--- src/rtl/core/plr_pkg.sv ---
`timescale 1ns / 1ps
`default_nettype none
// ============================================================================
// plr_pkg
// Shared types, constants and helpers of the pulse-length IR receiver core.
// ============================================================================
package plr_pkg;

    // Default sizing
    localparam int unsigned MaxBitsDefault   = 16;
    localparam int unsigned TickWidthDefault = 16;

    // Fixed field widths
    localparam int unsigned TickStampWidth = 16;
    localparam int unsigned MessageWidth   = 16;
    localparam int unsigned BitCountWidth  = 5;
    localparam int unsigned LengthWidth    = 8;
    localparam int unsigned CfgIndexWidth  = 3;
    localparam int unsigned CfgDataWidth   = 16;

    // Configuration register indexes
    localparam logic [CfgIndexWidth-1:0] CFG_ZERO_LENGTH = 3'd0;
    localparam logic [CfgIndexWidth-1:0] CFG_ONE_LENGTH  = 3'd1;
    localparam logic [CfgIndexWidth-1:0] CFG_LEAD_LENGTH = 3'd2;
    localparam logic [CfgIndexWidth-1:0] CFG_END_LENGTH  = 3'd3;
    localparam logic [CfgIndexWidth-1:0] CFG_TOLERANCE   = 3'd4;
    localparam logic [CfgIndexWidth-1:0] CFG_ACK_ENABLE  = 3'd5;
    localparam logic [CfgIndexWidth-1:0] CFG_ACK_CODE    = 3'd6;

    // Configuration reset values
    localparam logic [LengthWidth-1:0]  ZeroLengthReset = 8'd10;
    localparam logic [LengthWidth-1:0]  OneLengthReset  = 8'd20;
    localparam logic [LengthWidth-1:0]  LeadLengthReset = 8'd40;
    localparam logic [LengthWidth-1:0]  EndLengthReset  = 8'd60;
    localparam logic [LengthWidth-1:0]  ToleranceReset  = 8'd4;
    localparam logic                    AckEnableReset  = 1'b1;
    localparam logic [MessageWidth-1:0] AckCodeReset    = 16'd1;

    // Live configuration
    typedef struct packed {
        logic [LengthWidth-1:0]  zero_length;
        logic [LengthWidth-1:0]  one_length;
        logic [LengthWidth-1:0]  lead_length;
        logic [LengthWidth-1:0]  end_length;
        logic [LengthWidth-1:0]  tolerance;
        logic                    ack_enable;
        logic [MessageWidth-1:0] ack_code;
    } plr_cfg_t;

    // Decision taken on a completed pulse
    typedef enum logic [2:0] {
        ACT_NONE,
        ACT_ZERO,
        ACT_ONE,
        ACT_PREAMBLE,
        ACT_END
    } plr_action_t;

    // nominal - tol < len < nominal + tol, evaluated without wrap
    function automatic logic in_window(
        input logic [LengthWidth-1:0] len,
        input logic [LengthWidth-1:0] nominal,
        input logic [LengthWidth-1:0] tol
    );
        logic [LengthWidth:0] len_plus_tol;
        logic [LengthWidth:0] nom_plus_tol;
        len_plus_tol = {1'b0, len} + {1'b0, tol};
        nom_plus_tol = {1'b0, nominal} + {1'b0, tol};
        return (len_plus_tol > {1'b0, nominal}) && ({1'b0, len} < nom_plus_tol);
    endfunction

endpackage
`default_nettype wire

--- src/rtl/core/pulse_length_ir_receiver_core.sv ---
`timescale 1ns / 1ps
`default_nettype none
// ============================================================================
// pulse_length_ir_receiver_core
// Pulse-length IR frame receiver: edge/timeout events in, decoded frames out.
// ============================================================================
// Each accepted event lands in an input register; as it leaves that register the
// pulse is measured, classified against the four windows and the frame state
// updated, and an end marker loads the result register. A transaction is
// taken every cycle while the input side does not stall; a frame is offered
// from the result register once its end marker has moved on from the input
// register into it. The input side stalls only when an end marker
// meets a result register that is still waiting to be taken. Configuration
// writes are always taken (cfg_ready is tied high) and apply at once.
// ============================================================================
module pulse_length_ir_receiver_core
    import plr_pkg::*;
#(
    parameter int unsigned MAX_BITS   = MaxBitsDefault,
    parameter int unsigned TICK_WIDTH = TickWidthDefault
)
(
    input  wire logic                      clk,
    input  wire logic                      rst_n,
    // configuration
    input  wire logic                      cfg_valid,
    output      logic                      cfg_ready,
    input  wire logic [CfgIndexWidth-1:0]  cfg_index,
    input  wire logic [CfgDataWidth-1:0]   cfg_data,
    // events
    input  wire logic                      in_valid,
    output      logic                      in_ready,
    input  wire logic                      kind,
    input  wire logic [TickStampWidth-1:0] tick_stamp,
    // frames
    output      logic                      out_valid,
    input  wire logic                      out_ready,
    output      logic [MessageWidth-1:0]   message,
    output      logic [BitCountWidth-1:0]  bit_count,
    output      logic                      preamble_seen,
    output      logic                      ack_request,
    output      logic                      is_ack,
    output      logic                      overflow
);

    localparam int unsigned HeldWidth = $clog2(MAX_BITS + 1);

    plr_cfg_t    cfg;
    plr_action_t action;

    // Tick stamp zero-extended or truncated to the counter width
    logic [TICK_WIDTH+TickStampWidth-1:0] tick_wide;
    logic [TICK_WIDTH-1:0]                tick_in;

    // Input register
    logic                  s1_valid_reg, s1_valid_next;
    logic                  s1_kind_reg;
    logic [TICK_WIDTH-1:0] s1_tick_reg;

    // Frame state
    logic                  measuring_reg,     measuring_next;
    logic [TICK_WIDTH-1:0] start_tick_reg,    start_tick_next;
    logic [MAX_BITS-1:0]   bit_store_reg,     bit_store_next;
    logic [HeldWidth-1:0]  bits_held_reg,     bits_held_next;
    logic                  preamble_flag_reg, preamble_flag_next;
    logic                  overflow_flag_reg, overflow_flag_next;

    // Result register
    logic                      out_valid_reg, out_valid_next;
    logic [MessageWidth-1:0]   message_reg;
    logic [BitCountWidth-1:0]  bit_count_reg;
    logic                      preamble_seen_reg;
    logic                      ack_request_reg;
    logic                      is_ack_reg;
    logic                      overflow_reg;

    logic                               produces_result;
    logic                               s1_advance;
    logic [MAX_BITS+MessageWidth-1:0]   store_wide;
    logic [HeldWidth+BitCountWidth-1:0] held_wide;
    logic [MessageWidth-1:0]            msg_now;

    plr_cfg_regs u_cfg_regs (
        .clk       (clk),
        .rst_n     (rst_n),
        .cfg_valid (cfg_valid),
        .cfg_index (cfg_index),
        .cfg_data  (cfg_data),
        .cfg       (cfg)
    );

    plr_pulse_classify #(
        .TICK_WIDTH (TICK_WIDTH)
    ) u_pulse_classify (
        .stop_tick  (s1_tick_reg),
        .start_tick (start_tick_reg),
        .cfg        (cfg),
        .action     (action)
    );

    assign cfg_ready = 1'b1;
    assign tick_wide = {{TICK_WIDTH{1'b0}}, tick_stamp};
    assign tick_in   = tick_wide[TICK_WIDTH-1:0];

    // Stage handshake: only an end marker needs room in the result register
    assign produces_result = s1_valid_reg && !s1_kind_reg && measuring_reg
                          && (action == ACT_END);
    assign s1_advance = s1_valid_reg && (!produces_result || !out_valid_reg || out_ready);
    assign in_ready   = !s1_valid_reg || s1_advance;

    always_comb
    begin
        s1_valid_next = s1_valid_reg;
        if (in_ready)
            s1_valid_next = in_valid;
    end

    // Result fields taken from the frame state
    assign store_wide = {{MessageWidth{1'b0}}, bit_store_reg};
    assign held_wide  = {{BitCountWidth{1'b0}}, bits_held_reg};
    assign msg_now    = store_wide[MessageWidth-1:0];

    // Frame state update
    always_comb
    begin
        measuring_next     = measuring_reg;
        start_tick_next    = start_tick_reg;
        bit_store_next     = bit_store_reg;
        bits_held_next     = bits_held_reg;
        preamble_flag_next = preamble_flag_reg;
        overflow_flag_next = overflow_flag_reg;
        if (s1_advance)
        begin
            if (s1_kind_reg)
            begin
                // timeout
                measuring_next     = 1'b0;
                preamble_flag_next = 1'b0;
            end
            else if (!measuring_reg)
            begin
                start_tick_next = s1_tick_reg;
                measuring_next  = 1'b1;
            end
            else
            begin
                measuring_next = 1'b0;
                case (action)
                    ACT_ZERO, ACT_ONE:
                    begin
                        if (bits_held_reg < HeldWidth'(MAX_BITS))
                        begin
                            if (action == ACT_ONE)
                                bit_store_next = bit_store_reg
                                               | (MAX_BITS'(1) << bits_held_reg);
                            bits_held_next = HeldWidth'(bits_held_reg + 1'b1);
                        end
                        else
                        begin
                            overflow_flag_next = 1'b1;
                        end
                    end
                    ACT_PREAMBLE:
                    begin
                        preamble_flag_next = 1'b1;
                        bit_store_next     = '0;
                        bits_held_next     = '0;
                        overflow_flag_next = 1'b0;
                    end
                    default:
                    begin
                        // end marker and unmatched pulses leave the frame as is
                    end
                endcase
            end
        end
    end

    // Result register valid
    always_comb
    begin
        out_valid_next = out_valid_reg && !out_ready;
        if (s1_advance && produces_result)
            out_valid_next = 1'b1;
    end

    always_ff @(posedge clk or negedge rst_n)
    begin
        if (!rst_n)
        begin
            s1_valid_reg      <= 1'b0;
            measuring_reg     <= 1'b0;
            start_tick_reg    <= '0;
            bit_store_reg     <= '0;
            bits_held_reg     <= '0;
            preamble_flag_reg <= 1'b0;
            overflow_flag_reg <= 1'b0;
            out_valid_reg     <= 1'b0;
        end
        else
        begin
            s1_valid_reg      <= s1_valid_next;
            measuring_reg     <= measuring_next;
            start_tick_reg    <= start_tick_next;
            bit_store_reg     <= bit_store_next;
            bits_held_reg     <= bits_held_next;
            preamble_flag_reg <= preamble_flag_next;
            overflow_flag_reg <= overflow_flag_next;
            out_valid_reg     <= out_valid_next;
        end
    end

    // Payload registers
    always_ff @(posedge clk)
    begin
        if (in_valid && in_ready)
        begin
            s1_kind_reg <= kind;
            s1_tick_reg <= tick_in;
        end
        if (s1_advance && produces_result)
        begin
            message_reg       <= msg_now;
            bit_count_reg     <= held_wide[BitCountWidth-1:0];
            preamble_seen_reg <= preamble_flag_reg;
            ack_request_reg   <= preamble_flag_reg && cfg.ack_enable;
            is_ack_reg        <= (msg_now == cfg.ack_code);
            overflow_reg      <= overflow_flag_reg;
        end
    end

    assign out_valid     = out_valid_reg;
    assign message       = message_reg;
    assign bit_count     = bit_count_reg;
    assign preamble_seen = preamble_seen_reg;
    assign ack_request   = ack_request_reg;
    assign is_ack        = is_ack_reg;
    assign overflow      = overflow_reg;

endmodule
`default_nettype wire

--- src/rtl/core/plr_cfg_regs.sv ---
`timescale 1ns / 1ps
`default_nettype none
// ============================================================================
// plr_cfg_regs
// Configuration register file; unknown indexes are ignored.
// ============================================================================
module plr_cfg_regs
    import plr_pkg::*;
(
    input  wire logic                     clk,
    input  wire logic                     rst_n,
    input  wire logic                     cfg_valid,
    input  wire logic [CfgIndexWidth-1:0] cfg_index,
    input  wire logic [CfgDataWidth-1:0]  cfg_data,
    output plr_cfg_t                      cfg
);

    plr_cfg_t cfg_reg;
    plr_cfg_t cfg_next;

    // Register write decode
    always_comb
    begin
        cfg_next = cfg_reg;
        if (cfg_valid)
        begin
            case (cfg_index)
                CFG_ZERO_LENGTH: cfg_next.zero_length = cfg_data[LengthWidth-1:0];
                CFG_ONE_LENGTH:  cfg_next.one_length  = cfg_data[LengthWidth-1:0];
                CFG_LEAD_LENGTH: cfg_next.lead_length = cfg_data[LengthWidth-1:0];
                CFG_END_LENGTH:  cfg_next.end_length  = cfg_data[LengthWidth-1:0];
                CFG_TOLERANCE:   cfg_next.tolerance   = cfg_data[LengthWidth-1:0];
                CFG_ACK_ENABLE:  cfg_next.ack_enable  = cfg_data[0];
                CFG_ACK_CODE:    cfg_next.ack_code    = cfg_data[MessageWidth-1:0];
                default:         cfg_next = cfg_reg;
            endcase
        end
    end

    always_ff @(posedge clk or negedge rst_n)
    begin
        if (!rst_n)
        begin
            cfg_reg.zero_length <= ZeroLengthReset;
            cfg_reg.one_length  <= OneLengthReset;
            cfg_reg.lead_length <= LeadLengthReset;
            cfg_reg.end_length  <= EndLengthReset;
            cfg_reg.tolerance   <= ToleranceReset;
            cfg_reg.ack_enable  <= AckEnableReset;
            cfg_reg.ack_code    <= AckCodeReset;
        end
        else
        begin
            cfg_reg <= cfg_next;
        end
    end

    assign cfg = cfg_reg;

endmodule
`default_nettype wire

--- src/rtl/core/plr_pulse_classify.sv ---
`timescale 1ns / 1ps
`default_nettype none
// ============================================================================
// plr_pulse_classify
// Measures the pulse length from two tick stamps and picks the first window
// that it falls into.
// ============================================================================
module plr_pulse_classify
    import plr_pkg::*;
#(
    parameter int unsigned TICK_WIDTH = TickWidthDefault
)
(
    input  wire logic [TICK_WIDTH-1:0] stop_tick,
    input  wire logic [TICK_WIDTH-1:0] start_tick,
    input  wire plr_cfg_t              cfg,
    output plr_action_t                action
);

    logic [TICK_WIDTH-1:0]  tick_diff;
    logic [LengthWidth-1:0] pulse_len;

    // Length is two counts per tick, saturating once the tick difference passes 127
    assign tick_diff = stop_tick - start_tick;
    assign pulse_len = (|tick_diff[TICK_WIDTH-1:LengthWidth-1])
                     ? {LengthWidth{1'b1}}
                     : {tick_diff[LengthWidth-2:0], 1'b0};

    // Windows checked in priority order
    always_comb
    begin
        if (in_window(pulse_len, cfg.zero_length, cfg.tolerance))
            action = ACT_ZERO;
        else if (in_window(pulse_len, cfg.one_length, cfg.tolerance))
            action = ACT_ONE;
        else if (in_window(pulse_len, cfg.lead_length, cfg.tolerance))
            action = ACT_PREAMBLE;
        else if (in_window(pulse_len, cfg.end_length, cfg.tolerance))
            action = ACT_END;
        else
            action = ACT_NONE;
    end

endmodule
`default_nettype wire

--- config.mk ---
export PLATFORM = sky130hd
export DESIGN_NAME = pulse_length_ir_receiver_core
export DESIGN_NICKNAME = d
export VERILOG_FILES = /design/src/rtl/core/plr_pkg.sv /design/src/rtl/core/pulse_length_ir_receiver_core.sv /design/src/rtl/core/plr_cfg_regs.sv /design/src/rtl/core/plr_pulse_classify.sv
export SDC_FILE = /design/constraint.sdc
export NUM_CORES = 1
export LEC_CHECK = 0
export BUFFER_PORTS_ARGS = -buffer_cell sky130_fd_sc_hd__buf_4
export CELL_PAD_IN_SITES_DETAIL_PLACEMENT = 2
export CELL_PAD_IN_SITES_GLOBAL_PLACEMENT = 2
export CORE_MARGIN = 5
export CORE_UTILIZATION = 40
export CTS_CLUSTER_SIZE = 14
export DETAILED_ROUTE_END_ITERATION = 8
export PLACE_DENSITY_LB_ADDON = 0.1
export SYNTH_ARGS = -nofsm -noshare
export SYNTH_HDL_FRONTEND = slang
export SYNTH_SLANG_ARGS = --single-unit
--- constraint.sdc ---
create_clock -name clk -period 10.95 [get_ports clk]
set_input_delay 1.095 -clock clk [delete_from_list [all_inputs] [get_ports clk]]
set_output_delay 1.095 -clock clk [all_outputs]
set_load 0.005 [all_outputs]
; Word-level counts from Yosys, hierarchy flattened
; Cells that the tools add are included.
[word_totals]
reg_bits = 141
output_inout_bits = 28
[op_classes]
n_addsub = 7
n_lt_le_gt_ge = 9
n_eq_ne = 14
shifts = 1
n_mux = 18
n_bitwise = 3
n_reduce_logical = 38
[op_table]
columns = cell, count
row1 = adder 8 x 8 -> 9 bit, 5
row2 = > comparator 9 x 8 -> 1 bit, 4
row3 = less-than comparator 8 x 9 -> 1 bit, 4
row4 = two-way mux 16 bit, 2
row5 = case mux 16 bit (2 select lines), 1
row6 = == test 16 bit, 1
row7 = OR 16 bit, 1
row8 = "left shift 1 x 5 -> 16 bit, first input constant", 1
row9 = subtractor 16 bit, 1
row10 = AND reduction 2 bit, 7
row11 = "== test 3 x 2 -> 1 bit, second input constant", 4
row12 = "== test 3 bit, second input constant", 4
row13 = logical AND 1 bit, 12
row14 = two-way mux 3 bit, 4
row15 = case mux 5 bit (2 select lines), 1
row16 = AND reduction 5 bit, 2
row17 = OR reduction 9 bit, 1
row18 = two-way mux 8 bit, 1
row19 = two-way mux 1 bit, 7
row20 = "== test 3 x 1 -> 1 bit, second input constant", 2
row21 = "inequality test 2 bit, second input constant", 3
row22 = AND reduction 3 bit, 2
row23 = AND reduction 6 bit, 1
row24 = nonzero test 2 bit, 3
row25 = other kinds (9), 16

; Depth between registers and ports, before layout
; Gate-level depths: netlist (run 1).
[depth]
word_depth = 18
ltp_mapped = 30

; Modules after synthesis
; A second synthesis (run 1) with hierarchy kept.
[unflattened]
hier_cells = 870
hier_area_um2 = 9471.6
[by_module_without_submodules]
columns = mod, instances, cells_each, area_per_inst_um2, seq_area_each_um2
row1 = plr_pulse_classify, 1, 522, 3980.1, 0.0
row2 = pulse_length_ir_receiver_core, 1, 222, 3281.9, 2312.2
row3 = plr_cfg_regs, 1, 126, 2209.6, 1442.6

; Least setup slack after synthesis (run 1)
; No wires, ideal clock.
[synth_timing]
path_kind = reg-to-reg
start = reg s1_tick_reg[0]
end = reg ack_request_reg (netlist: ack_request) (enable)
t_arrival_ns = 7.290
setup_slack_ns = 3.253
stages_incl_launch_ff = 30
path_buffers = 2
cell_sequence = edfxtp_1 inv_1 ha_1 fa_1 nand2b_1 a21oi_2 o21ai_1 o21a_1 a2111oi_4 and4bb_2 buf_4 nand2_1 ha_1 a21o_1 a21o_1 a21o_1 a21o_1 a21o_1 a21oi_1 xnor2_1 ha_1 a211o_1 a2111oi_0 nor3_1 or2_2 a31oi_1 o21ai_2 or4b_1 clkbuf_1 nor2_1
[synth_via]
elab_chain_len = 17
word_cells_on_any_way = 27
cone_classes = add/sub: 2 / order compare: 8 / eq/ne: 1 / mux: 5 / reduce/logical: 11
[synth_rtl]
columns = element, line
row1 = "start, declared", pulse_length_ir_receiver_core.sv:58  ; logic [TICK_WIDTH-1:0] s1_tick_reg;
row2 = "start signal, assigned", pulse_length_ir_receiver_core.sv:219  ; s1_tick_reg <= tick_in;
row3 = subtractor 16 bit (*), plr_pulse_classify.sv:24  ; assign tick_diff = stop_tick - start_tick;
row4 = OR reduction 9 bit, plr_pulse_classify.sv:25  ; assign pulse_len = (|tick_diff[TICK_WIDTH-1:LengthWidth-1])
row5 = two-way mux 8 bit (*), plr_pulse_classify.sv:26  ; ? {LengthWidth{1'b1}}
row6 = adder 8 x 8 -> 9 bit, plr_pkg.sv:67  ; len_plus_tol = {1'b0, len} + {1'b0, tol};
row7 = > comparator 9 x 8 -> 1 bit, plr_pkg.sv:69  ; return (len_plus_tol > {1'b0, nominal}) && ({1'b0, len} < nom_plus_tol);
row8 = logical AND 1 bit, plr_pkg.sv:69
row9 = two-way mux 3 bit, plr_pulse_classify.sv:38  ; else if (in_window(pulse_len, cfg.end_length, cfg.tolerance))
row10 = two-way mux 3 bit, plr_pulse_classify.sv:36  ; else if (in_window(pulse_len, cfg.lead_length, cfg.tolerance))
row11 = two-way mux 3 bit, plr_pulse_classify.sv:34  ; else if (in_window(pulse_len, cfg.one_length, cfg.tolerance))
row12 = two-way mux 3 bit (*), plr_pulse_classify.sv:32  ; if (in_window(pulse_len, cfg.zero_length, cfg.tolerance))
row13 = == test 3 bit (*), pulse_length_ir_receiver_core.sv:107  ; && (action == ACT_END);
row14 = logical AND 1 bit (*), pulse_length_ir_receiver_core.sv:107
row15 = logical NOT 1 bit, pulse_length_ir_receiver_core.sv:108  ; assign s1_advance = s1_valid_reg && (!produces_result || !out_valid_reg || out_ready);
row16 = logical OR 1 bit (2 in series), pulse_length_ir_receiver_core.sv:108
row17 = logical AND 1 bit, pulse_length_ir_receiver_core.sv:108
row18 = logical AND 1 bit (*), pulse_length_ir_receiver_core.sv:221  ; if (s1_advance && produces_result)
row19 = "end signal, assigned", pulse_length_ir_receiver_core.sv:226  ; ack_request_reg <= preamble_flag_reg && cfg.ack_enable;
row20 = "end, declared", pulse_length_ir_receiver_core.sv:73  ; logic ack_request_reg;
; Mark *: on every way between the ends. The rest lies on a longest branch, timed or not.
; A chain may end at the register's enable or synchronous reset.

; Worst setup path after layout (run 1)
[layout_timing]
start = reg s1_tick_reg[0]
end = out in_ready
[layout_via]
elab_chain_len = 17
word_cells_on_any_way = 27
cone_classes = add/sub: 2 / order compare: 8 / eq/ne: 1 / mux: 5 / reduce/logical: 11
[layout_rtl]
columns = element, line
row1 = subtractor 16 bit (*), plr_pulse_classify.sv:24
row2 = OR reduction 9 bit, plr_pulse_classify.sv:25
row3 = two-way mux 8 bit (*), plr_pulse_classify.sv:26
row4 = adder 8 x 8 -> 9 bit, plr_pkg.sv:67
row5 = > comparator 9 x 8 -> 1 bit, plr_pkg.sv:69
row6 = logical AND 1 bit, plr_pkg.sv:69
row7 = two-way mux 3 bit, plr_pulse_classify.sv:38
row8 = two-way mux 3 bit, plr_pulse_classify.sv:36
row9 = two-way mux 3 bit, plr_pulse_classify.sv:34
row10 = two-way mux 3 bit (*), plr_pulse_classify.sv:32
row11 = == test 3 bit (*), pulse_length_ir_receiver_core.sv:107
row12 = logical AND 1 bit (*), pulse_length_ir_receiver_core.sv:107
row13 = logical NOT 1 bit (*), pulse_length_ir_receiver_core.sv:108
row14 = logical OR 1 bit (*) (2 in series), pulse_length_ir_receiver_core.sv:108
row15 = logical AND 1 bit (*), pulse_length_ir_receiver_core.sv:108
row16 = logical OR 1 bit (*), pulse_length_ir_receiver_core.sv:109  ; assign in_ready = !s1_valid_reg || s1_advance;
row17 = "end, declared", pulse_length_ir_receiver_core.sv:32  ; output logic in_ready,
; Marks and branches as above.

==> results of run 1 <==
-- per-stage QoR --
step                std cells  utilization (%)  hold slack, ns  setup WS [ns]
CTS                      1320             46.7           0.481           2.02
floorplan                 916                -           0.423           3.25
detailed placement       1288             44.1           0.465           2.49
global placement         1288             44.1           0.459           2.74
finish                   1321             46.7           0.476           2.06
global route             1321             46.7           0.492           1.52
-- logic make-up after synthesis --
family                   count (synthesis)  share of synthesized area [%]
AO/OA/AOI/OAI                          258                           17.9
AND/OR/NAND/NOR                        193                           10.3
flip-flops                             141                           40.0
adder cells (fa/ha/maj)                129                           17.7
buffers and inverters                  100                           4.23
XOR/XNOR                                55                           5.13
multiplexers                            39                           4.68
other                                    1                         0.0400
-- report_power, final --
part / switching, mW / leakage [nW] / internal (mW)
clock: 0.283 / 0.289 / 0.326
sequential: 0.110 / 1.60 / 0.643
combinational: 0.711 / 2.84 / 0.520
total: 1.10 / 4.73 / 1.49
-- routing by layer --
layer	wire length [um]	track usage (%)
met5	0	0
met1	13200	29.6
met3	1090	3.68
met2	15100	41.1
met4	620	6.44
-- worst max-delay path by stage --
stage	start	end	cells after the start	slack (ns)
floorplan	s1_tick_reg[0]	ack_request	29	3.25
global placement	s1_tick_reg[0]	in_ready	28	2.74
detailed placement	s1_tick_reg[0]	message[15]	27	2.49
CTS	s1_tick_reg[0]	in_ready	28	2.02
global route	s1_tick_reg[0]	in_ready	28	1.52
finish	s1_tick_reg[0]	in_ready	28	2.06
-- cell type report --
cell class              count  area [um2]  share of cell area [%]
flip-flops and latches    141        3750                    34.6
multi-input cells         675        5240                    48.2
inverters                  77         289                    2.66
well taps                 319         399                    3.68
clock inverters            15         174                    1.60
repair buffers             77         578                    5.32
clock buffers              17         425                    3.92
-- placed cells by master, fill, tap and decap left out, drive strengths merged, types with 35 or more instances in the layout --
master and instances:
a21oi 60, buf 77, dfrtp 86, edfxtp 42
ha 123, inv 84, mux2 39, nand2 86
o21ai 74, xnor2 35
==> results_tabular.tex, run 1 <==
\begin{tabular}{lr}
\hline
Metric & Value \\
\hline
\multicolumn{2}{l}{\textbf{Floorplan}} \\
\quad Die footprint & 0.0266 mm2 \\
\quad Starting density of the core & 40.3\% \\
\quad Number of ports placed on the die boundary & 69 \\
\quad Die width & 163 um \\
\quad Vertical die dimension & 163 um \\
\quad Core Rows & 56 \\
\quad Core area & 0.0233 mm2 \\
\multicolumn{2}{l}{\textbf{Synth}} \\
\quad Proportion of synthesized flip-flops having asynchronous set or reset & 70.2\% \\
\quad Flip-flop and latch count after synthesis & 141 \\
\quad Number of synthesis warnings & 0 \\
\quad Yosys top cell by area & sky130\_fd\_sc\_hd\_\_dfrtp\_1 \\
\quad Post-Syn Area per Cell & 10.2 um2 \\
\quad Flip-flop cell with the highest count after synthesis & sky130\_fd\_sc\_hd\_\_dfrtp\_1 \\
\quad Cell with the most instances after synthesis & sky130\_fd\_sc\_hd\_\_ha\_1 \\
\quad Post-Synthesis Cell Area & 0.00938 mm2 \\
\quad Area share of the largest cell type after synthesis & 22.9\% \\
\quad Post-Syn Nets & 1086 \\
\quad Portion of the post-synthesis area used by sequential elements & 40.0\% \\
\quad Number of synthesized flops with an enable pin & 42 \\
\quad Unique masters post-synth & 71 \\
\quad Top post-synthesis cells by area & sky130\_fd\_sc\_hd\_\_dfrtp\_1 (23\%), sky130\_fd\_sc\_hd\_\_ha\_1 (16\%), sky130\_fd\_sc\_hd\_\_edfxtp\_1 (13\%) \\
\quad Most common library cells after synthesis & sky130\_fd\_sc\_hd\_\_ha\_1 (123), sky130\_fd\_sc\_hd\_\_dfrtp\_1 (86), sky130\_fd\_sc\_hd\_\_nand2\_1 (85) \\
\quad Post-synthesis cell count & 916 \\
\multicolumn{2}{l}{\textbf{Drt}} \\
\quad Detail-routed net length per standard cell & 22.7 um \\
\quad Via count & 7305 \\
\quad Remaining design rule violation count & 0 \\
\quad Iter 0 DRT Violations & 272 \\
\quad Detailed-route vias per instance & 5.53 \\
\quad Total detailed-routing wirelength & 30.0 mm \\
\quad Number of optimization iterations in the first detailed-route pass & 4 \\
\quad Residual antenna-violating net count after detailed routing & 0 \\
\multicolumn{2}{l}{\textbf{Setup path}} \\
\quad Slowest cell on the critical path & sky130\_fd\_sc\_hd\_\_or4b\_1 \\
\quad Family of cells with the greatest summed delay on the critical path & compound AO/OA/AOI/OAI gates \\
\quad Peak fanout along the critical path & 10 \\
\quad Reg2Reg Capture Point & message[7] \\
\quad Buffers plus inverters on the worst setup path & 2 \\
\quad Critical Path Source Type & register \\
\quad Critical path data arrival time & 7.79 ns \\
\quad Register-to-Register Path Depth & 27 \\
\quad Data required time at the worst endpoint & 9.86 ns \\
\quad Crit-path max cell delay & 0.67 ns \\
\quad Launch point of the worst reg-to-reg path & s1\_tick\_reg[0] \\
\quad Worst setup path class & register to output port \\
\quad Crit path capture type & output port \\
\quad Internal reg-to-reg setup slack & 2.50 ns \\
\quad Cell seen most often among critical-path stages & sky130\_fd\_sc\_hd\_\_a21o\_1 \\
\multicolumn{2}{l}{\textbf{STA}} \\
\quad Number of setup violations in the final report & 0 \\
\quad Maximum clock rate & 0.113 GHz \\
\quad Actual transition at the worst max-transition pin & 1.27 ns \\
\quad Period minus WS final & 8.89 ns \\
\quad Portion of the clock cycle consumed by the worst path in the final layout & 81.2\% \\
\quad Total count of max-transition violations in the final report & 0 \\
\quad Setup repair after global routing missed its margin & false \\
\quad Sum Neg Setup Slack & 0 ns \\
\quad Layout Skew & 0.0161 ns \\
\quad Hold Fails Final Rpt & 0 \\
\quad Max\_slew headroom & 15.0\% \\
\multicolumn{2}{l}{\textbf{GRT}} \\
\quad Largest net degree at the start of global routing & 59 \\
\quad Number of global-route vias before repair & 8270 \\
\quad GR Util All Layers & 23.3\% \\
\quad Sum of overflow across all layers after global routing & 0 \\
\quad Antenna violations before repair & 0 \\
\quad Wire length of the first global-routing pass & 47.3 mm \\
\multicolumn{2}{l}{\textbf{Worst hold path}} \\
\quad Depth of the worst hold-timing path & 0 \\
\quad Worst Hold End & overflow \\
\quad Source of the worst hold timing path & overflow\_flag\_reg \\
\quad Worst hold path type & register to register \\
\multicolumn{2}{l}{\textbf{Final layout}} \\
\quad Post-synthesis to final-layout area growth & 15.7\% \\
\quad Layout filler cell count & 2479 \\
\quad Largest register FFs & 57 \\
\quad Antenna Diode Count & 0 \\
\quad Fin area & 0.0109 mm2 \\
\quad Layout net count & 1159 \\
\quad Fraction of final layout cells sized beyond drive strength 1 & 18.2\% \\
\multicolumn{2}{l}{\textbf{Clock network}} \\
\quad Clock-pin slew on the worst setup and hold paths & 0.07 ns \\
\quad Count of cells resized by post-cts repair & 0 \\
\quad Buffers inserted during post-CTS setup optimization & 0 \\
\quad TritonCTS clock tree & built \\
\quad TritonCTS Sinks & 141 \\
\quad Source-to-sink clock delay at the later pin of the worst-skew pair & 0.44 ns \\
\quad H-tree levels & 4 \\
\quad Maximum buffer depth of the clock tree & 2 \\
\quad Clock root buffer & sky130\_fd\_sc\_hd\_\_clkbuf\_16 \\
\quad Number of CTS-inserted buffers & 17 \\
\quad CTS Hold Buffers Added & 0 \\
\multicolumn{2}{l}{\textbf{Power}} \\
\quad PD cells & 239 mW/mm2 \\
\quad Worst vdd rail ir drop & 81.6 uV \\
\quad Total power of the final layout & 2.59 mW \\
\quad Leakage power figure & 4.73 nW \\
\multicolumn{2}{l}{\textbf{Run status}} \\
\quad Run status & completed \\
\multicolumn{2}{l}{\textbf{Flow run}} \\
\quad Max Cap Viol & 0 \\
\multicolumn{2}{l}{\textbf{Placement}} \\
\quad Count of input and output buffers & 67 \\
\quad Routability-driven placement congestion ratio & 0.836 \\
\quad Post-DP HPWL & 22.2 mm \\
\quad Instance area at placement & 0.0103 mm2 \\
\hline
\end{tabular}
(Power assumes the default switching activity.)
==> run 2: changes to the inputs <==
Settings changed: CORE_UTILIZATION 40 to 36.
Clock period 10.95 ns to 7.5 ns, I/O delays scaled along.
==> results_tabular.tex, run 2 (same netlist as run 1, synthesis figures left out) <==
\begin{tabular}{lr}
\hline
Metric & Value \\
\hline
\multicolumn{2}{l}{\textbf{Drt}} \\
\quad Detailed-route vias per instance & 5.45 (-1.5\%) \\
\quad Iter 0 DRT Violations & 307 (+13\%) \\
\quad Detail-routed net length per standard cell & 22.4 um (-1.4\%) \\
\quad Remaining design rule violation count & 0 (unchanged) \\
\quad Total detailed-routing wirelength & 30.6 mm (+2.1\%) \\
\quad Number of optimization iterations in the first detailed-route pass & 5 (+1) \\
\quad Residual antenna-violating net count after detailed routing & 0 (unchanged) \\
\quad Via count & 7452 (+2.0\%) \\
\multicolumn{2}{l}{\textbf{Power}} \\
\quad Total power of the final layout & 3.96 mW (+53\%) \\
\quad PD cells & 349 mW/mm2 (+46\%) \\
\quad Sw Ratio & 42.6\% (about the same) \\
\quad Internal power consumption & 2.27 mW (+53\%) \\
\quad Share of total power in combinational logic & 50.5\% (+3.0 points) \\
\quad Proportion of power drawn by the clock network & 22.3\% (-1.2 points) \\
\quad Net load switching power & 1.69 mW (+53\%) \\
\quad Worst vdd rail ir drop & 139 uV (+71\%) \\
\quad Sequential share of power & 27.2\% (-1.8 points) \\
\quad Leakage power figure & 4.91 nW (+3.9\%) \\
\multicolumn{2}{l}{\textbf{STA}} \\
\quad Final worst setup slack & 0.281 ns (-1.78 ns) \\
\quad Layout Skew & 0.0157 ns (-0.000402 ns) \\
\quad Portion of the clock cycle consumed by the worst path in the final layout & 96.3\% \\
\quad Sum Neg Setup Slack & 0 ns (unchanged) \\
\quad Number of setup violations in the final report & 0 (unchanged) \\
\quad Period minus WS final & 7.22 ns \\
\quad Actual transition at the worst max-transition pin & 1.15 ns (-0.120 ns) \\
\quad Total count of max-transition violations in the final report & 0 (unchanged) \\
\quad Post-route worst hold slack & 0.337 ns (-0.139 ns) \\
\quad Max\_slew headroom & 22.9\% (+7.9 points) \\
\quad Hold Fails Final Rpt & 0 (unchanged) \\
\quad Maximum clock rate & 0.139 GHz \\
\multicolumn{2}{l}{\textbf{Final layout}} \\
\quad Most frequent standard cell in the layout excluding fill and tap cells & sky130\_fd\_sc\_hd\_\_ha\_1 \\
\quad Fin area & 0.0114 mm2 (+4.7\%) \\
\quad Layout Utilization & 44.0\% (-2.7 points) \\
\quad Layout net count & 1190 (+2.7\%) \\
\quad Post-synthesis to final-layout area growth & 21.2\% \\
\quad Antenna Diode Count & 0 (unchanged) \\
\quad Cell Count, Final, Fillers Out & 1368 (+3.6\%) \\
\quad Layout filler cell count & 2730 (+10\%) \\
\quad Fraction of final layout cells sized beyond drive strength 1 & 23.2\% (+5.1 points) \\
\quad Largest register FFs & 57 (unchanged) \\
\quad Commonest cells after routing, fill and taps aside & sky130\_fd\_sc\_hd\_\_ha\_1 (112), sky130\_fd\_sc\_hd\_\_buf\_4 (107), sky130\_fd\_sc\_hd\_\_dfrtp\_1 (86) \\
\multicolumn{2}{l}{\textbf{GRT}} \\
\quad Number of global-route vias before repair & 8178 (-1.1\%) \\
\quad Wire length of the first global-routing pass & 47.6 mm (+0.63\%) \\
\quad Antenna violations before repair & 1 (+1) \\
\quad Sum of overflow across all layers after global routing & 0 (unchanged) \\
\quad GR Util All Layers & 21.3\% (-2.0 points) \\
\quad Largest net degree at the start of global routing & 55 (-6.8\%) \\
\multicolumn{2}{l}{\textbf{Floorplan}} \\
\quad Die width & 171 um (+5.1\%) \\
\quad Vertical die dimension & 171 um (+5.1\%) \\
\quad Die footprint & 0.0294 mm2 (+10\%) \\
\quad Number of ports placed on the die boundary & 69 (unchanged) \\
\quad Core Rows & 59 (+5.4\%) \\
\quad Starting density of the core & 36.3\% (-4.0 points) \\
\quad Core area & 0.0258 mm2 (+11\%) \\
\multicolumn{2}{l}{\textbf{Setup path}} \\
\quad Critical Path Source Type & register \\
\quad Register-to-Register Path Depth & 28 (+3.7\%) \\
\quad Cell seen most often among critical-path stages & sky130\_fd\_sc\_hd\_\_a21o\_1 \\
\quad Data required time at the worst endpoint & 6.75 ns (-3.11 ns) \\
\quad Slowest cell on the critical path & sky130\_fd\_sc\_hd\_\_or4b\_4 \\
\quad Reg2Reg Capture Point & s1\_tick\_reg[2] \\
\quad Family of cells with the greatest summed delay on the critical path & compound AO/OA/AOI/OAI gates \\
\quad Worst setup path class & register to output port \\
\quad Crit path capture type & output port \\
\quad Launch point of the worst reg-to-reg path & s1\_tick\_reg[0] \\
\quad Critical path data arrival time & 6.47 ns (-1.32 ns) \\
\quad Buffers plus inverters on the worst setup path & 2 (unchanged) \\
\quad Crit-path max cell delay & 0.55 ns (-0.12 ns) \\
\quad Peak fanout along the critical path & 4 (-6) \\
\quad Internal reg-to-reg setup slack & 0.73 ns (-1.77 ns) \\
\multicolumn{2}{l}{\textbf{Clock network}} \\
\quad CTS Hold Buffers Added & 0 (unchanged) \\
\quad TritonCTS Sinks & 141 (unchanged) \\
\quad TritonCTS clock tree & built \\
\quad H-tree levels & 4 (unchanged) \\
\quad Source-to-sink clock delay at the later pin of the worst-skew pair & 0.44 ns (about the same) \\
\quad Clock-pin slew on the worst setup and hold paths & 0.08 ns (about the same) \\
\quad Clock root buffer & sky130\_fd\_sc\_hd\_\_clkbuf\_16 \\
\quad Number of CTS-inserted buffers & 17 (unchanged) \\
\quad Maximum buffer depth of the clock tree & 2 (unchanged) \\
\multicolumn{2}{l}{\textbf{Placement}} \\
\quad Placed cell count & 1326 (+3.0\%) \\
\quad Count of input and output buffers & 67 (unchanged) \\
\quad Post-DP HPWL & 22.4 mm (+0.54\%) \\
\quad Routability-driven placement congestion ratio & 0.840 (+0.57\%) \\
\quad Worst setup timing slack at the placement stage & 0.0668 ns (-2.43 ns) \\
\quad Instance area at placement & 0.0104 mm2 (+1.8\%) \\
\multicolumn{2}{l}{\textbf{Flow run}} \\
\quad Max Cap Viol & 0 (unchanged) \\
\multicolumn{2}{l}{\textbf{Worst hold path}} \\
\quad Worst hold path type & input port to asynchronous set/reset pin \\
\multicolumn{2}{l}{\textbf{Run status}} \\
\quad Run status & completed \\
\hline
\end{tabular}
-- run 2: layout make-up --
cell class                 instances  area [um2]  area share [%]
multi-input combinational        675        5470            48.1
sequential                       141        3750            33.0
timing repair buffer             108         823            7.24
clock buffer                      17         425            3.74
tap                              335         419            3.69
inverter                          77         289            2.54
clock inverter                    15         186            1.64
-- run 2: worst reg2reg max path: cells and delay by family, from the launching register on --
family / cells / cell delay, ns
xor gates and xnor gates: 2 / 0.19
adders and majority gates: 4 / 1.05
buffers and inverters: 2 / 0.21
and+or+nand+nor: 6 / 1.48
DFF: 1 / 0.34
AOI/OAI and AO/OA: 14 / 3.11
-- run 2: worst max path at each step --
stage                     end            start  slack (ns)  depth (start not counted)
5_1_grt              in_ready   s1_tick_reg[0]       -0.02                         26
3_3_place_gp         in_ready   s1_tick_reg[0]        0.25                         28
4_1_cts              in_ready  s1_tick_reg[11]       0.006                         27
3_5_place_dp   s1_tick_reg[1]   s1_tick_reg[0]        0.07                         28
2_1_floorplan     ack_request   s1_tick_reg[0]        0.21                         29
6_report             in_ready   s1_tick_reg[0]        0.28                         28
-- run 2: power by group through the flow --
| stage | Clock [mW] | Combinational, mW | Sequential (mW) |
|---|---|---|---|
| detailed placement | 0 | 1.84 | 1.10 |
| CTS | 0.906 | 1.95 | 1.08 |
| finish | 0.884 | 2.00 | 1.08 |
| floorplan | 0 | 1.28 | 1.03 |
| global route | 0.935 | 2.24 | 1.10 |
| global placement | 0 | 1.79 | 1.09 |
-- run 2: layer usage --
metal | wire, um | vias to the layer above | GRT usage, %
met5 | 13 | - | 0
met4 | 289 | 2 | 4.10
met3 | 860 | 16 | 3.19
met2 | 15600 | 88 | 37.8
met1 | 13900 | 3816 | 27.8
li1 | - | 3530 | -
-- run 2: timing repair --
action                     4_1_cts  5_1_grt
setup buffers                    4        6
pin swaps                        5       12
resized for setup               16       24
setup endpoints to repair        1        1
==> run 3: changes to the inputs <==
Settings changed: CORE_ASPECT_RATIO from default to 1.4.
==> results_tabular.tex, run 3 (same netlist as run 1, synthesis figures left out) <==
\begin{tabular}{lr}
\hline
Metric & Value \\
\hline
\multicolumn{2}{l}{\textbf{Placement}} \\
\quad Routability-driven placement congestion ratio & 0.831 (-1.2\%) \\
\quad Placed cell count & 1313 (-0.98\%) \\
\quad Post-DP HPWL & 22.7 mm (+1.3\%) \\
\quad Count of input and output buffers & 67 (unchanged) \\
\quad Worst setup timing slack at the placement stage & 0.100 ns (+0.0333 ns) \\
\quad Instance area at placement & 0.0104 mm2 (-0.16\%) \\
\multicolumn{2}{l}{\textbf{Setup path}} \\
\quad Peak fanout along the critical path & 5 (+1) \\
\quad Slowest cell on the critical path & sky130\_fd\_sc\_hd\_\_or4b\_4 \\
\quad Critical path data arrival time & 6.47 ns (about the same) \\
\quad Cell seen most often among critical-path stages & sky130\_fd\_sc\_hd\_\_a21o\_1 \\
\quad Data required time at the worst endpoint & 6.75 ns (about the same) \\
\quad Crit-path max cell delay & 0.55 ns (about the same) \\
\quad Worst setup path class & register to output port \\
\quad Critical Path Source Type & register \\
\quad Crit path capture type & output port \\
\multicolumn{2}{l}{\textbf{Run status}} \\
\quad Run status & completed \\
\multicolumn{2}{l}{\textbf{GRT}} \\
\quad GR Util All Layers & 20.6\% (-0.69 points) \\
\quad Wire length of the first global-routing pass & 46.9 mm (-1.5\%) \\
\quad Number of global-route vias before repair & 8309 (+1.6\%) \\
\quad Antenna violations before repair & 0 (-1) \\
\quad Largest net degree at the start of global routing & 66 (+20\%) \\
\quad Sum of overflow across all layers after global routing & 0 (unchanged) \\
\multicolumn{2}{l}{\textbf{Worst hold path}} \\
\quad Worst hold path type & input port to asynchronous set/reset pin \\
\multicolumn{2}{l}{\textbf{Drt}} \\
\quad Via count & 7429 (-0.31\%) \\
\quad Detailed-route vias per instance & 5.49 (+0.80\%) \\
\quad Residual antenna-violating net count after detailed routing & 0 (unchanged) \\
\quad Iter 0 DRT Violations & 191 (-38\%) \\
\quad Number of optimization iterations in the first detailed-route pass & 4 (-1) \\
\quad Total detailed-routing wirelength & 30.0 mm (-2.2\%) \\
\quad Remaining design rule violation count & 0 (unchanged) \\
\quad Detail-routed net length per standard cell & 22.1 um (-1.1\%) \\
\multicolumn{2}{l}{\textbf{Final layout}} \\
\quad Post-synthesis to final-layout area growth & 19.7\% \\
\quad Fraction of final layout cells sized beyond drive strength 1 & 22.8\% (-0.40 points) \\
\quad Antenna Diode Count & 0 (unchanged) \\
\quad Storage element area & 0.00375 mm2 (unchanged) \\
\quad Multi-input gate area in the final layout & 0.00543 mm2 (-0.75\%) \\
\quad Cell Count, Final, Fillers Out & 1353 (-1.1\%) \\
\quad Layout Utilization & 43.3\% (-0.67 points) \\
\quad Layout filler cell count & 2760 (+1.1\%) \\
\quad Layout net count & 1186 (-0.34\%) \\
\quad Most frequent standard cell in the layout excluding fill and tap cells & sky130\_fd\_sc\_hd\_\_ha\_1 \\
\quad Largest register FFs & 57 (unchanged) \\
\quad Fin area & 0.0112 mm2 (-1.2\%) \\
\quad Commonest cells after routing, fill and taps aside & sky130\_fd\_sc\_hd\_\_ha\_1 (114), sky130\_fd\_sc\_hd\_\_buf\_4 (102), sky130\_fd\_sc\_hd\_\_dfrtp\_1 (86) \\
\multicolumn{2}{l}{\textbf{Clock network}} \\
\quad Clock root buffer & sky130\_fd\_sc\_hd\_\_clkbuf\_16 \\
\quad CTS Hold Buffers Added & 0 (unchanged) \\
\quad Maximum buffer depth of the clock tree & 2 (unchanged) \\
\quad Number of CTS-inserted buffers & 17 (unchanged) \\
\quad TritonCTS clock tree & built \\
\quad TritonCTS Sinks & 141 (unchanged) \\
\quad Source-to-sink clock delay at the later pin of the worst-skew pair & 0.44 ns (about the same) \\
\quad Clock-pin slew on the worst setup and hold paths & 0.06 ns (-0.02 ns) \\
\quad H-tree levels & 4 (unchanged) \\
\multicolumn{2}{l}{\textbf{STA}} \\
\quad Portion of the clock cycle consumed by the worst path in the final layout & 96.3\% (about the same) \\
\quad Sum Neg Setup Slack & 0 ns (unchanged) \\
\quad Maximum clock rate & 0.138 GHz (about the same) \\
\quad Actual transition at the worst max-transition pin & 1.10 ns (-0.0559 ns) \\
\quad Post-route worst hold slack & 0.293 ns (-0.0436 ns) \\
\quad Total count of max-transition violations in the final report & 0 (unchanged) \\
\quad Number of setup violations in the final report & 0 (unchanged) \\
\quad Hold Fails Final Rpt & 0 (unchanged) \\
\quad Period minus WS final & 7.22 ns (+0.00279 ns) \\
\quad Final worst setup slack & 0.278 ns (-0.00279 ns) \\
\quad Layout Skew & 0.0126 ns (-0.00310 ns) \\
\quad Max\_slew headroom & 26.4\% (+3.5 points) \\
\multicolumn{2}{l}{\textbf{Floorplan}} \\
\quad Die footprint & 0.0294 mm2 (+0.16\%) \\
\quad Number of ports placed on the die boundary & 69 (unchanged) \\
\quad Starting density of the core & 36.2\% (-0.12 points) \\
\quad Die width & 146 um (-15\%) \\
\quad Core area & 0.0259 mm2 (+0.34\%) \\
\quad Vertical die dimension & 201 um (+17\%) \\
\quad Core Rows & 70 (+19\%) \\
\multicolumn{2}{l}{\textbf{Power}} \\
\quad PD cells & 346 mW/mm2 (-0.79\%) \\
\quad Leakage power figure & 4.88 nW (-0.68\%) \\
\quad Worst vdd rail ir drop & 188 uV (+35\%) \\
\quad Total power of the final layout & 3.89 mW (-2.0\%) \\
\multicolumn{2}{l}{\textbf{Flow run}} \\
\quad Max Cap Viol & 0 (unchanged) \\
\hline
\end{tabular}
## run 3: cell types whose count changed in the layout (fill, tap and decap cells not counted), moves of 2 or more
cell | previous run | this run
sky130_fd_sc_hd__clkinv_8 | 5 | 1
sky130_fd_sc_hd__clkinv_2 | 0 | 2
sky130_fd_sc_hd__ha_4 | 8 | 2
sky130_fd_sc_hd__ha_2 | 3 | 7
sky130_fd_sc_hd__ha_1 | 112 | 114
sky130_fd_sc_hd__clkinvlp_4 | 0 | 2
sky130_fd_sc_hd__buf_4 | 107 | 102
sky130_fd_sc_hd__inv_8 | 4 | 1
## run 3: worst max-delay path, delay by kind of cell (launching register included)
family	cells	cell delay [ns]
compound gates	15	2.52
simple gates	7	1.46
flops	1	0.37
buf+inv	5	0.62
xor+xnor	1	0.15
fa+ha+maj	4	0.87
## run 3: worst paths after layout
kind	from	end	slack, ns	depth (start not counted)
min in group clk	overflow_flag_reg	overflow	0.46	0
worst max register to register	s1_tick_reg[0]	s1_tick_reg[11]	0.71	32
worst max-delay path	s1_tick_reg[0]	in_ready	0.28	32
max in group asynchronous	rst_n	bit_store_reg[3]	5.91	2
worst min-delay path	rst_n	overflow_flag_reg	0.29	1
worst min register to register	overflow_flag_reg	overflow	0.46	0
## run 3: layout make-up
| class | instances | area share (%) |
|---|---|---|
| Inverter | 77 | 2.57 |
| Multi-Input combinational cell | 676 | 48.3 |
| Clock buffer | 18 | 3.82 |
| Clock inverter | 14 | 1.24 |
| Sequential cell | 141 | 33.4 |
| Timing Repair Buffer | 103 | 6.99 |
| Tap cell | 324 | 3.61 |
## run 3: where the power goes
group | internal (mW) | switching, mW | total, mW
clock network | 0.463 | 0.377 | 0.840
registers | 0.939 | 0.148 | 1.09
logic | 0.868 | 1.09 | 1.96
## run 3: timing repair
item                       4_1_cts  5_1_grt
setup endpoints to repair        1        1
resized for setup               17       19
buffers inserted                 5        2
pin swaps                        7       15
gates cloned                     1        0
## run 3: routing by layer
metal  GRT usage [%]  vias to the layer above  part of all wire (%)
met5               0                        -                     0
met4            6.62                        0                   2.2
met3            2.96                       38                   2.3
met2            39.8                       99                    56
met1            22.9                     3767                    40
li1                -                     3525                     -
